**src/rtl/tgd_pkg.sv**
```systemverilog
// Shared constants, codes and controller/datapath command and status types
// for the group deframer. No dependencies.

package tgd_pkg;

    localparam int GROUP_BYTES = 32;
    localparam int FILL_W      = $clog2(GROUP_BYTES);
    localparam int CFG_IDX_W   = 2;
    localparam int CFG_DATA_W  = 8;
    localparam int ERR_W       = 16;
    localparam int CK_BITS     = 6;

    localparam logic [FILL_W-1:0] FILL_MAX = FILL_W'(GROUP_BYTES - 1);

    localparam logic [7:0] CK_OFFSET = 8'h20;

    localparam logic [CFG_IDX_W-1:0] REG_START_CHAR = CFG_IDX_W'(0);
    localparam logic [CFG_IDX_W-1:0] REG_END_CHAR   = CFG_IDX_W'(1);

    localparam logic [7:0] START_CHAR_RST = 8'd10;
    localparam logic [7:0] END_CHAR_RST   = 8'd13;

    localparam logic [1:0] ST_PAYLOAD  = 2'd0;
    localparam logic [1:0] ST_EMPTY    = 2'd1;
    localparam logic [1:0] ST_MISMATCH = 2'd2;

    // Commands from the controller to the datapath.
    typedef struct packed {
        logic grp_clr;      // start of a new group
        logic store;        // store the accepted byte
        logic rd_start;     // rewind the read pointer
        logic rd_en;        // read the buffer at the read pointer
        logic ld_byte;      // load a payload result
        logic ld_empty;     // load an empty-group result
        logic ld_mismatch;  // load a mismatch result and count it
    } t_dp_cmd;

    // Status from the datapath to the controller.
    typedef struct packed {
        logic is_start;
        logic is_end;
        logic full;
        logic short_grp;
        logic two_bytes;
        logic ck_ok;
        logic rd_last;
        logic out_free;
    } t_dp_sts;

endpackage

```
**src/rtl/tgd_if.sv**
```systemverilog
// Stream interfaces for the input byte channel and the result channel.
// Depends on nothing; widths follow the result field definitions.

interface tgd_in_if;
    logic       valid;
    logic       ready;
    logic [7:0] rx_byte;

    modport source (output valid, output rx_byte, input ready);
    modport sink   (input valid, input rx_byte, output ready);
endinterface

interface tgd_out_if;
    logic        valid;
    logic        ready;
    logic [7:0]  payload_byte;
    logic [1:0]  status;
    logic        last;
    logic [15:0] error_count;

    modport source (output valid, output payload_byte, output status,
                    output last, output error_count, input ready);
    modport sink   (input valid, input payload_byte, input status,
                    input last, input error_count, output ready);
endinterface

```
**src/rtl/tgd_ctrl.sv**
```systemverilog
// Controller state machine of the group deframer.
// Depends on tgd_pkg for the command and status structs.

module tgd_ctrl (
    input  logic             i_clk,
    input  logic             i_rst_n,
    input  logic             i_in_valid,
    output logic             o_in_ready,
    input  tgd_pkg::t_dp_sts i_sts,
    output tgd_pkg::t_dp_cmd o_cmd
);

    typedef enum logic [4:0] {
        S_WAIT = 5'b00001,
        S_RECV = 5'b00010,
        S_EVAL = 5'b00100,
        S_RD   = 5'b01000,
        S_LD   = 5'b10000
    } t_state;

    t_state r_state;
    t_state n_state;
    logic   w_acc;

    assign o_in_ready = (r_state == S_WAIT) || (r_state == S_RECV);
    assign w_acc      = i_in_valid && o_in_ready;

    always_comb begin
        n_state = r_state;
        o_cmd   = '0;
        case (r_state)
            S_WAIT: begin
                if (w_acc && i_sts.is_start) begin
                    o_cmd.grp_clr = 1'b1;
                    n_state       = S_RECV;
                end
            end
            S_RECV: begin
                if (w_acc) begin
                    if (i_sts.is_end) begin
                        n_state = S_EVAL;
                    end else if (i_sts.full) begin
                        n_state = S_WAIT;
                    end else begin
                        o_cmd.store = 1'b1;
                    end
                end
            end
            S_EVAL: begin
                // Short groups vanish; status-only results wait for a free slot.
                if (i_sts.short_grp) begin
                    n_state = S_WAIT;
                end else if (!i_sts.ck_ok) begin
                    if (i_sts.out_free) begin
                        o_cmd.ld_mismatch = 1'b1;
                        n_state           = S_WAIT;
                    end
                end else if (i_sts.two_bytes) begin
                    if (i_sts.out_free) begin
                        o_cmd.ld_empty = 1'b1;
                        n_state        = S_WAIT;
                    end
                end else begin
                    o_cmd.rd_start = 1'b1;
                    n_state        = S_RD;
                end
            end
            S_RD: begin
                o_cmd.rd_en = 1'b1;
                n_state     = S_LD;
            end
            S_LD: begin
                if (i_sts.out_free) begin
                    o_cmd.ld_byte = 1'b1;
                    n_state       = i_sts.rd_last ? S_WAIT : S_RD;
                end
            end
            default: begin
                n_state = S_WAIT;
            end
        endcase
    end

    always_ff @(posedge i_clk) begin
        if (!i_rst_n) begin
            r_state <= S_WAIT;
        end else begin
            r_state <= n_state;
        end
    end

endmodule

```
**src/rtl/tgd_dp.sv**
```systemverilog
// Datapath of the group deframer: configuration registers, group buffer,
// running checksum, read pointer, mismatch counter and result register.
// Depends on tgd_pkg.

module tgd_dp (
    input  logic                               i_clk,
    input  logic                               i_rst_n,
    input  logic                               i_cfg_we,
    input  logic [tgd_pkg::CFG_IDX_W-1:0]      i_cfg_idx,
    input  logic [tgd_pkg::CFG_DATA_W-1:0]     i_cfg_data,
    input  logic [7:0]                         i_rx_byte,
    input  tgd_pkg::t_dp_cmd                   i_cmd,
    output tgd_pkg::t_dp_sts                   o_sts,
    input  logic                               i_out_ready,
    output logic                               o_out_valid,
    output logic [7:0]                         o_payload_byte,
    output logic [1:0]                         o_status,
    output logic                               o_last,
    output logic [tgd_pkg::ERR_W-1:0]          o_error_count
);

    logic [7:0]                    r_start_char;
    logic [7:0]                    r_end_char;
    logic [tgd_pkg::FILL_W-1:0]    r_fill;
    logic [tgd_pkg::FILL_W-1:0]    r_rd_idx;
    logic [7:0]                    r_b0;
    logic [7:0]                    r_b1;
    logic [tgd_pkg::CK_BITS-1:0]   r_sum;
    logic [7:0]                    r_mem [tgd_pkg::GROUP_BYTES];
    logic [7:0]                    r_rd_data;
    logic [tgd_pkg::ERR_W-1:0]     r_err;
    logic [tgd_pkg::ERR_W-1:0]     n_err;
    logic                          r_out_valid;
    logic [7:0]                    r_out_byte;
    logic [1:0]                    r_out_status;
    logic                          r_out_last;
    logic [tgd_pkg::ERR_W-1:0]     r_out_err;
    logic [7:0]                    w_ck;
    logic                          w_load;

    // Low bits of the sum of all bytes but the final two, plus the offset.
    assign w_ck = {{(8 - tgd_pkg::CK_BITS){1'b0}}, r_sum} + tgd_pkg::CK_OFFSET;

    assign o_sts.is_start  = (i_rx_byte == r_start_char);
    assign o_sts.is_end    = (i_rx_byte == r_end_char);
    assign o_sts.full      = (r_fill == tgd_pkg::FILL_MAX);
    assign o_sts.short_grp = (r_fill < tgd_pkg::FILL_W'(2));
    assign o_sts.two_bytes = (r_fill == tgd_pkg::FILL_W'(2));
    assign o_sts.ck_ok     = (w_ck == r_b1);
    assign o_sts.rd_last   = (r_rd_idx == r_fill - tgd_pkg::FILL_W'(3));
    assign o_sts.out_free  = !r_out_valid || i_out_ready;

    assign w_load = i_cmd.ld_byte || i_cmd.ld_empty || i_cmd.ld_mismatch;
    assign n_err  = i_cmd.ld_mismatch ? r_err + tgd_pkg::ERR_W'(1) : r_err;

    always_ff @(posedge i_clk) begin
        if (!i_rst_n) begin
            r_start_char <= tgd_pkg::START_CHAR_RST;
            r_end_char   <= tgd_pkg::END_CHAR_RST;
            r_fill       <= '0;
            r_err        <= '0;
            r_out_valid  <= 1'b0;
        end else begin
            if (i_cfg_we && i_cfg_idx == tgd_pkg::REG_START_CHAR) begin
                r_start_char <= i_cfg_data;
            end
            if (i_cfg_we && i_cfg_idx == tgd_pkg::REG_END_CHAR) begin
                r_end_char <= i_cfg_data;
            end
            if (i_cmd.grp_clr) begin
                r_fill <= '0;
            end else if (i_cmd.store) begin
                r_fill <= r_fill + tgd_pkg::FILL_W'(1);
            end
            r_err <= n_err;
            if (w_load) begin
                r_out_valid <= 1'b1;
            end else if (i_out_ready) begin
                r_out_valid <= 1'b0;
            end
        end
    end

    // Running checksum: a byte joins the sum once two newer bytes follow it.
    always_ff @(posedge i_clk) begin
        if (i_cmd.grp_clr) begin
            r_sum <= '0;
        end else if (i_cmd.store) begin
            if (!o_sts.short_grp) begin
                r_sum <= r_sum + r_b0[tgd_pkg::CK_BITS-1:0];
            end
            r_b0 <= r_b1;
            r_b1 <= i_rx_byte;
        end
    end

    always_ff @(posedge i_clk) begin
        if (i_cmd.store) begin
            r_mem[r_fill] <= i_rx_byte;
        end
        if (i_cmd.rd_en) begin
            r_rd_data <= r_mem[r_rd_idx];
        end
    end

    always_ff @(posedge i_clk) begin
        if (i_cmd.rd_start) begin
            r_rd_idx <= '0;
        end else if (i_cmd.ld_byte) begin
            r_rd_idx <= r_rd_idx + tgd_pkg::FILL_W'(1);
        end
        if (i_cmd.ld_byte) begin
            r_out_byte   <= r_rd_data;
            r_out_status <= tgd_pkg::ST_PAYLOAD;
            r_out_last   <= o_sts.rd_last;
        end else if (i_cmd.ld_empty) begin
            r_out_byte   <= '0;
            r_out_status <= tgd_pkg::ST_EMPTY;
            r_out_last   <= 1'b1;
        end else if (i_cmd.ld_mismatch) begin
            r_out_byte   <= '0;
            r_out_status <= tgd_pkg::ST_MISMATCH;
            r_out_last   <= 1'b1;
        end
        if (w_load) begin
            r_out_err <= n_err;
        end
    end

    assign o_out_valid    = r_out_valid;
    assign o_payload_byte = r_out_byte;
    assign o_status       = r_out_status;
    assign o_last         = r_out_last;
    assign o_error_count  = r_out_err;

endmodule

```
**src/rtl/teleinfo_group_deframer.sv**
```systemverilog
// Top level of the meter group deframer: controller plus datapath.
// Depends on tgd_pkg, tgd_in_if/tgd_out_if, tgd_ctrl and tgd_dp.
//
//   channel   direction  carries
//   i_rx      in         rx_byte
//   o_res     out        payload_byte, status, last, error_count
//   i_cfg_*   in         register writes (0 start_char, 1 end_char)
//
// Each received byte is taken in one cycle while a group is awaited or read in.
// The closing byte leads into checksum evaluation, after which a good group
// streams out byte by byte: a registered buffer read, then a load into the
// result register whenever it is free. The result register holds an item
// until it is taken; the input is held off only during evaluation and emission.
// Reset is synchronous and restores the default start and end characters.

module teleinfo_group_deframer (
    input  logic                           i_clk,
    input  logic                           i_rst_n,
    input  logic                           i_cfg_we,
    input  logic [tgd_pkg::CFG_IDX_W-1:0]  i_cfg_idx,
    input  logic [tgd_pkg::CFG_DATA_W-1:0] i_cfg_data,
    tgd_in_if.sink                         i_rx,
    tgd_out_if.source                      o_res
);

    tgd_pkg::t_dp_cmd w_cmd;
    tgd_pkg::t_dp_sts w_sts;

    tgd_ctrl u_ctrl (
        .i_clk      (i_clk),
        .i_rst_n    (i_rst_n),
        .i_in_valid (i_rx.valid),
        .o_in_ready (i_rx.ready),
        .i_sts      (w_sts),
        .o_cmd      (w_cmd)
    );

    tgd_dp u_dp (
        .i_clk          (i_clk),
        .i_rst_n        (i_rst_n),
        .i_cfg_we       (i_cfg_we),
        .i_cfg_idx      (i_cfg_idx),
        .i_cfg_data     (i_cfg_data),
        .i_rx_byte      (i_rx.rx_byte),
        .i_cmd          (w_cmd),
        .o_sts          (w_sts),
        .i_out_ready    (o_res.ready),
        .o_out_valid    (o_res.valid),
        .o_payload_byte (o_res.payload_byte),
        .o_status       (o_res.status),
        .o_last         (o_res.last),
        .o_error_count  (o_res.error_count)
    );

endmodule
```
**src/flat_wrapper.sv**
```systemverilog
// flat-port wrapper written by rule: the top's interface ports become plain ports
module teleinfo_group_deframer_flat 
  (i_clk, i_rst_n, i_cfg_we, i_cfg_idx, i_cfg_data, i_rx_valid, i_rx_rx_byte, i_rx_ready, o_res_valid, o_res_payload_byte, o_res_status, o_res_last, o_res_error_count, o_res_ready);
  tgd_in_if i_rx_i ();
  tgd_out_if o_res_i ();
  input  logic i_clk;
  input  logic i_rst_n;
  input  logic i_cfg_we;
  input  logic [tgd_pkg::CFG_IDX_W-1:0] i_cfg_idx;
  input  logic [tgd_pkg::CFG_DATA_W-1:0] i_cfg_data;
  input wire logic [$bits(i_rx_i.valid)-1:0] i_rx_valid;
  input wire logic [$bits(i_rx_i.rx_byte)-1:0] i_rx_rx_byte;
  output wire logic [$bits(i_rx_i.ready)-1:0] i_rx_ready;
  output wire logic [$bits(o_res_i.valid)-1:0] o_res_valid;
  output wire logic [$bits(o_res_i.payload_byte)-1:0] o_res_payload_byte;
  output wire logic [$bits(o_res_i.status)-1:0] o_res_status;
  output wire logic [$bits(o_res_i.last)-1:0] o_res_last;
  output wire logic [$bits(o_res_i.error_count)-1:0] o_res_error_count;
  input wire logic [$bits(o_res_i.ready)-1:0] o_res_ready;
  assign i_rx_i.valid = i_rx_valid;
  assign i_rx_i.rx_byte = i_rx_rx_byte;
  assign i_rx_ready = i_rx_i.ready;
  assign o_res_valid = o_res_i.valid;
  assign o_res_payload_byte = o_res_i.payload_byte;
  assign o_res_status = o_res_i.status;
  assign o_res_last = o_res_i.last;
  assign o_res_error_count = o_res_i.error_count;
  assign o_res_i.ready = o_res_ready;
  teleinfo_group_deframer u_core (.i_clk(i_clk), .i_rst_n(i_rst_n), .i_cfg_we(i_cfg_we), .i_cfg_idx(i_cfg_idx), .i_cfg_data(i_cfg_data), .i_rx(i_rx_i), .o_res(o_res_i));
endmodule
```
**config.mk**
```make
export PLATFORM = sky130hd
export DESIGN_NAME = teleinfo_group_deframer_flat
export DESIGN_NICKNAME = d
export VERILOG_FILES = /design/src/rtl/tgd_pkg.sv /design/src/rtl/tgd_if.sv /design/src/rtl/tgd_ctrl.sv /design/src/rtl/tgd_dp.sv /design/src/rtl/teleinfo_group_deframer.sv /design/src/flat_wrapper.sv
export SDC_FILE = /design/constraint.sdc
export NUM_CORES = 1
export LEC_CHECK = 0
export ABC_AREA = 1
export BUFFER_PORTS_ARGS = -buffer_cell sky130_fd_sc_hd__buf_2
export CORE_MARGIN = 2
export CORE_UTILIZATION = 45
export CTS_BUF_LIST = sky130_fd_sc_hd__clkbuf_8
export DETAILED_ROUTE_END_ITERATION = 8
export PLACE_DENSITY = 0.72
export SLEW_MARGIN = 0
export SYNTH_ARGS = -nofsm -noshare
export SYNTH_HDL_FRONTEND = slang
export SYNTH_SLANG_ARGS = --single-unit
```
**constraint.sdc**
```tcl
create_clock -name i_clk -period 2.1 [get_ports i_clk]
set_input_delay 0.105 -clock i_clk [delete_from_list [all_inputs] [get_ports i_clk]]
set_output_delay 0.105 -clock i_clk [all_outputs]
set_load 0.02 [all_outputs]
```
==> summary.txt <==
Critical path
  – Reg2reg start: u_core.u_dp.r_fill[0]$_SDFFE_PP0P_
  – Reg2reg path depth: 11
  – Crit path launch type: flip-flop
  – Worst setup EP type: flip-flop
  – R2R Path End: u_core.u_dp.r_mem[0][0]$_DFFE_PP_
  – CP Max Fanout: 8
  – Critical path arrival: 2.32 ns
  – Setup slack, reg-to-reg: 0.08 ns
  – CP required: 2.40 ns
  – Setup CP Type: flip-flop to flip-flop

Clock tree
  – H-tree levels: 2
  – Clock Latency Late Sink: 0.63 ns
  – CTS root buffer: clkbuf_8
  – CTS Sinks: 359
  – Max Buffers Root-to-Sink: 3
  – CTS tree: done
  – Clk slew on worst S/H paths: 0.06 ns
  – Cts bufs inserted: 59

Synthesis
  – Share of the synthesized area in the top cell type: 59.45%
  – Synth area leaders: edfxtp_1 59%, dfxtp_1 7.3%, nor2_1 6.4%
  – EDFF count, synth: 303
  – Yosys cell types: 43
  – Syn_nets: 1,445
  – Main flop type after synthesis: edfxtp_1
  – Mapped Area: 0.01530 mm²
  – Leading area contributor after synthesis: edfxtp_1
  – Syn avg cell area: 10.86 µm²
  – Post-synthesis sequential area ratio: 66.78%
  – Async set or reset register ratio after synthesis: 0%
  – FF+latch count, synth: 359
  – Ys Warns: 0
  – Cells after synthesis: 1,409

Worst hold path
  – Min-delay src: i_rx_valid
  – Worst Hold Class: primary input to flip-flop
  – Hold path depth: 7
  – Hold Path Sink: u_core.u_ctrl.r_state[0]$_SDFFE_PN1P_

Die
  – Initial core utilization: 45.64%
  – IO Pins: 52
  – Die Width: 188.4 µm
  – CORE AREA: 0.03353 mm²
  – Die area: 0.03550 mm²
  – Row count: 67
  – Die Ht: 188.4 µm

STA
  – Minimum clock period: 2.022 ns
  – Final worst clock skew: 0.03933 ns
  – Slew Limit Fails: 0
  – Worst rel slew slack: 58.99%
  – Endpoints failing hold: 0
  – Worst setup margin: 0.07843 ns
  – Unrepaired setup endpoints after global routing: no
  – Actual slew at the worst max-slew pin: 0.6104 ns
  – Final period utilization: 96.27%
  – Final setup viols: 0
  – FMAX: 494.7 MHz

Global routing
  – First-pass GRT wire length: 56.87 mm
  – Number of global-route vias before repair: 10,470
  – GRT Total Usage: 20.57%
  – Initial antenna violation count: 0
  – Total grt overflow: 0
  – Largest net degree at the start of global routing: 69

Routing
  – Via-to-Cell Ratio: 5.321
  – Drt drc: 0
  – Initial DRC Count: 1,116
  – First-pass DRT Iterations: 6
  – Via Count: 10,920
  – Routed wl met3: 2.978 mm
  – Wire length per cell: 17.75 µm
  – Top routing layer in use: met4
  – WL met2: 17.20 mm
  – Remaining antenna violation count: 0
  – Met1 wire length: 15.34 mm
  – Final Routed Wirelength: 36.43 mm

Layout
  – Area growth syn-to-layout: 17.75%
  – Layout cells sized above 1: 17.89%
  – Most frequent cells in the layout: 303 x edfxtp_1, 231 x nor2_1, 204 x nand2_1, 145 x o21ai_0, 119 x inv_1
  – Final Core Density: 53.74%
  – Commonest non-fill, non-tap cell in the layout: edfxtp_1
  – Total Nets Final: 1,596
  – Ant diodes: 0
  – Multi-input logic area: 0.004507 mm²
  – Register area: 0.01023 mm²
  – FILL cells: 2,893

Pwr
  – P_leak: 0.006719 µW
  – Maximum VDD drop: 0.0005107 V
  – Power Density: 795.4 mW/mm²

Placed design
  – Post-place setup slack: -0.01978 ns
  – Detailed Place HPWL: 23.88 mm
  – Placer Congestion: 0.8943
  – Port Buffers: 51

Status
  – Status: finished clean

Run
  – Max Cap Violations: 0
## worst max-delay path, cell delays in order, from the launching register on
cell and delay (ns):
dfxtp_1 0.32, ha_2 0.18, nand2_1 0.08, nor2_1 0.05, ha_2 0.18, inv_2 0.07, nand3_4 0.08, nor2_4 0.17
buf_6 0.16, nand2_8 0.13, nor2_2 0.14, buf_6 0.14
## worst max-delay path by stage
stage / from / end / slack [ns] / cells after the start
detailed placement: u_core.u_dp.r_fill[0]$_SDFFE_PP0P_ / u_core.u_dp.r_mem[20][1]$_DFFE_PP_ / -0.02 / 11
global placement: u_core.u_dp.r_fill[0]$_SDFFE_PP0P_ / u_core.u_dp.r_mem[16][3]$_DFFE_PP_ / 0.04 / 11
floorplan: u_core.u_dp.r_fill[1]$_SDFFE_PP0P_ / u_core.u_dp.r_mem[10][0]$_DFFE_PP_ / -0.08 / 10
global route: u_core.u_ctrl.r_state[1]$_SDFFE_PN0P_ / u_core.u_dp.r_mem[0][0]$_DFFE_PP_ / 0.002 / 10
finish: u_core.u_dp.r_fill[0]$_SDFFE_PP0P_ / u_core.u_dp.r_mem[0][0]$_DFFE_PP_ / 0.08 / 11
CTS: u_core.u_dp.r_fill[0]$_SDFFE_PP0P_ / u_core.u_dp.r_mem[30][2]$_DFFE_PP_ / -0.0006 / 9
## registers in the layout, indices dropped and copies added (netlist names)
register                    count
u_core.u_ctrl.r_state           5
u_core.u_dp.o_error_count      16
u_core.u_dp.o_last              1
u_core.u_dp.o_out_valid         1
u_core.u_dp.o_payload_byte      8
u_core.u_dp.o_status            2
u_core.u_dp.r_b0                6
u_core.u_dp.r_b1                8
u_core.u_dp.r_end_char          8
u_core.u_dp.r_err              16
u_core.u_dp.r_fill              5
u_core.u_dp.r_mem             256
u_core.u_dp.r_rd_data           8
u_core.u_dp.r_rd_idx            5
u_core.u_dp.r_start_char        8
u_core.u_dp.r_sum               6
## area by class of cell
class	instances	area share, %
clock inverter	42	1.444
clock buffer	63	4.812
tap	448	3.110
timing repair buffer	152	6.589
inverter	109	2.291
sequential	359	56.75
multi-input combinational	879	25.01
## cell usage after synthesis, drive strengths merged (15+ instances only)
| cell | n |
|---|---|
| a21oi | 34 |
| buf | 33 |
| clkbuf | 29 |
| dfxtp | 56 |
| edfxtp | 303 |
| inv | 107 |
| nand2 | 219 |
| nand3 | 54 |
| nand4 | 18 |
| nor2 | 271 |
| o211ai | 35 |
| o21ai | 163 |
| o22ai | 32 |
| xor2 | 15 |
## metal layers
metal  vias up  track usage, %
met5         -               0
met4         0           6.701
met3        78           3.688
met2       459           33.14
met1      5209           28.43
li1       5172               -
## power breakdown
part	internal, µW	switching, µW
combinational	223	493
clock	3130	2700
sequential	7760	32.0
## per-stage QoR
step / TNS (ns) / power (µW) / std cells / instance area, µm² / hold WS [ns]
3_3_place_gp: 0 / 8599 / 1923 / 16520 / 0.3481
5_1_grt: 0 / 14820 / 2052 / 18020 / 0.08029
4_1_cts: -0.003241 / 14430 / 2052 / 17930 / 0.02900
6_report: 0 / 14330 / 2052 / 18020 / 0.05935
2_1_floorplan: -20.24 / 8335 / 1409 / 15370 / 0.2039
3_5_place_dp: -0.2244 / 8610 / 1923 / 16520 / 0.3515
## logic make-up (layout without fill, tap and decap cells)
kind of cell,count (synthesis),in the layout,synth area share (%)
AND/OR/NAND/NOR,573,573,16.02
XOR/XNOR,25,25,1.431
AO/OA/AOI/OAI,268,268,9.917
flip-flops,359,359,66.78
buffers and inverters,171,366,4.742
adder cells (fa/ha/maj),13,13,1.112
## timing repair
item,in CTS,in global routing
buffers inserted,2,0
gates resized for setup,9,26
pin swaps,3,3
hold endpoints to repair,44,0
hold buffers,22,0
endpoints found under the setup margin,100,210
Power figures use the tool's default switching activity.
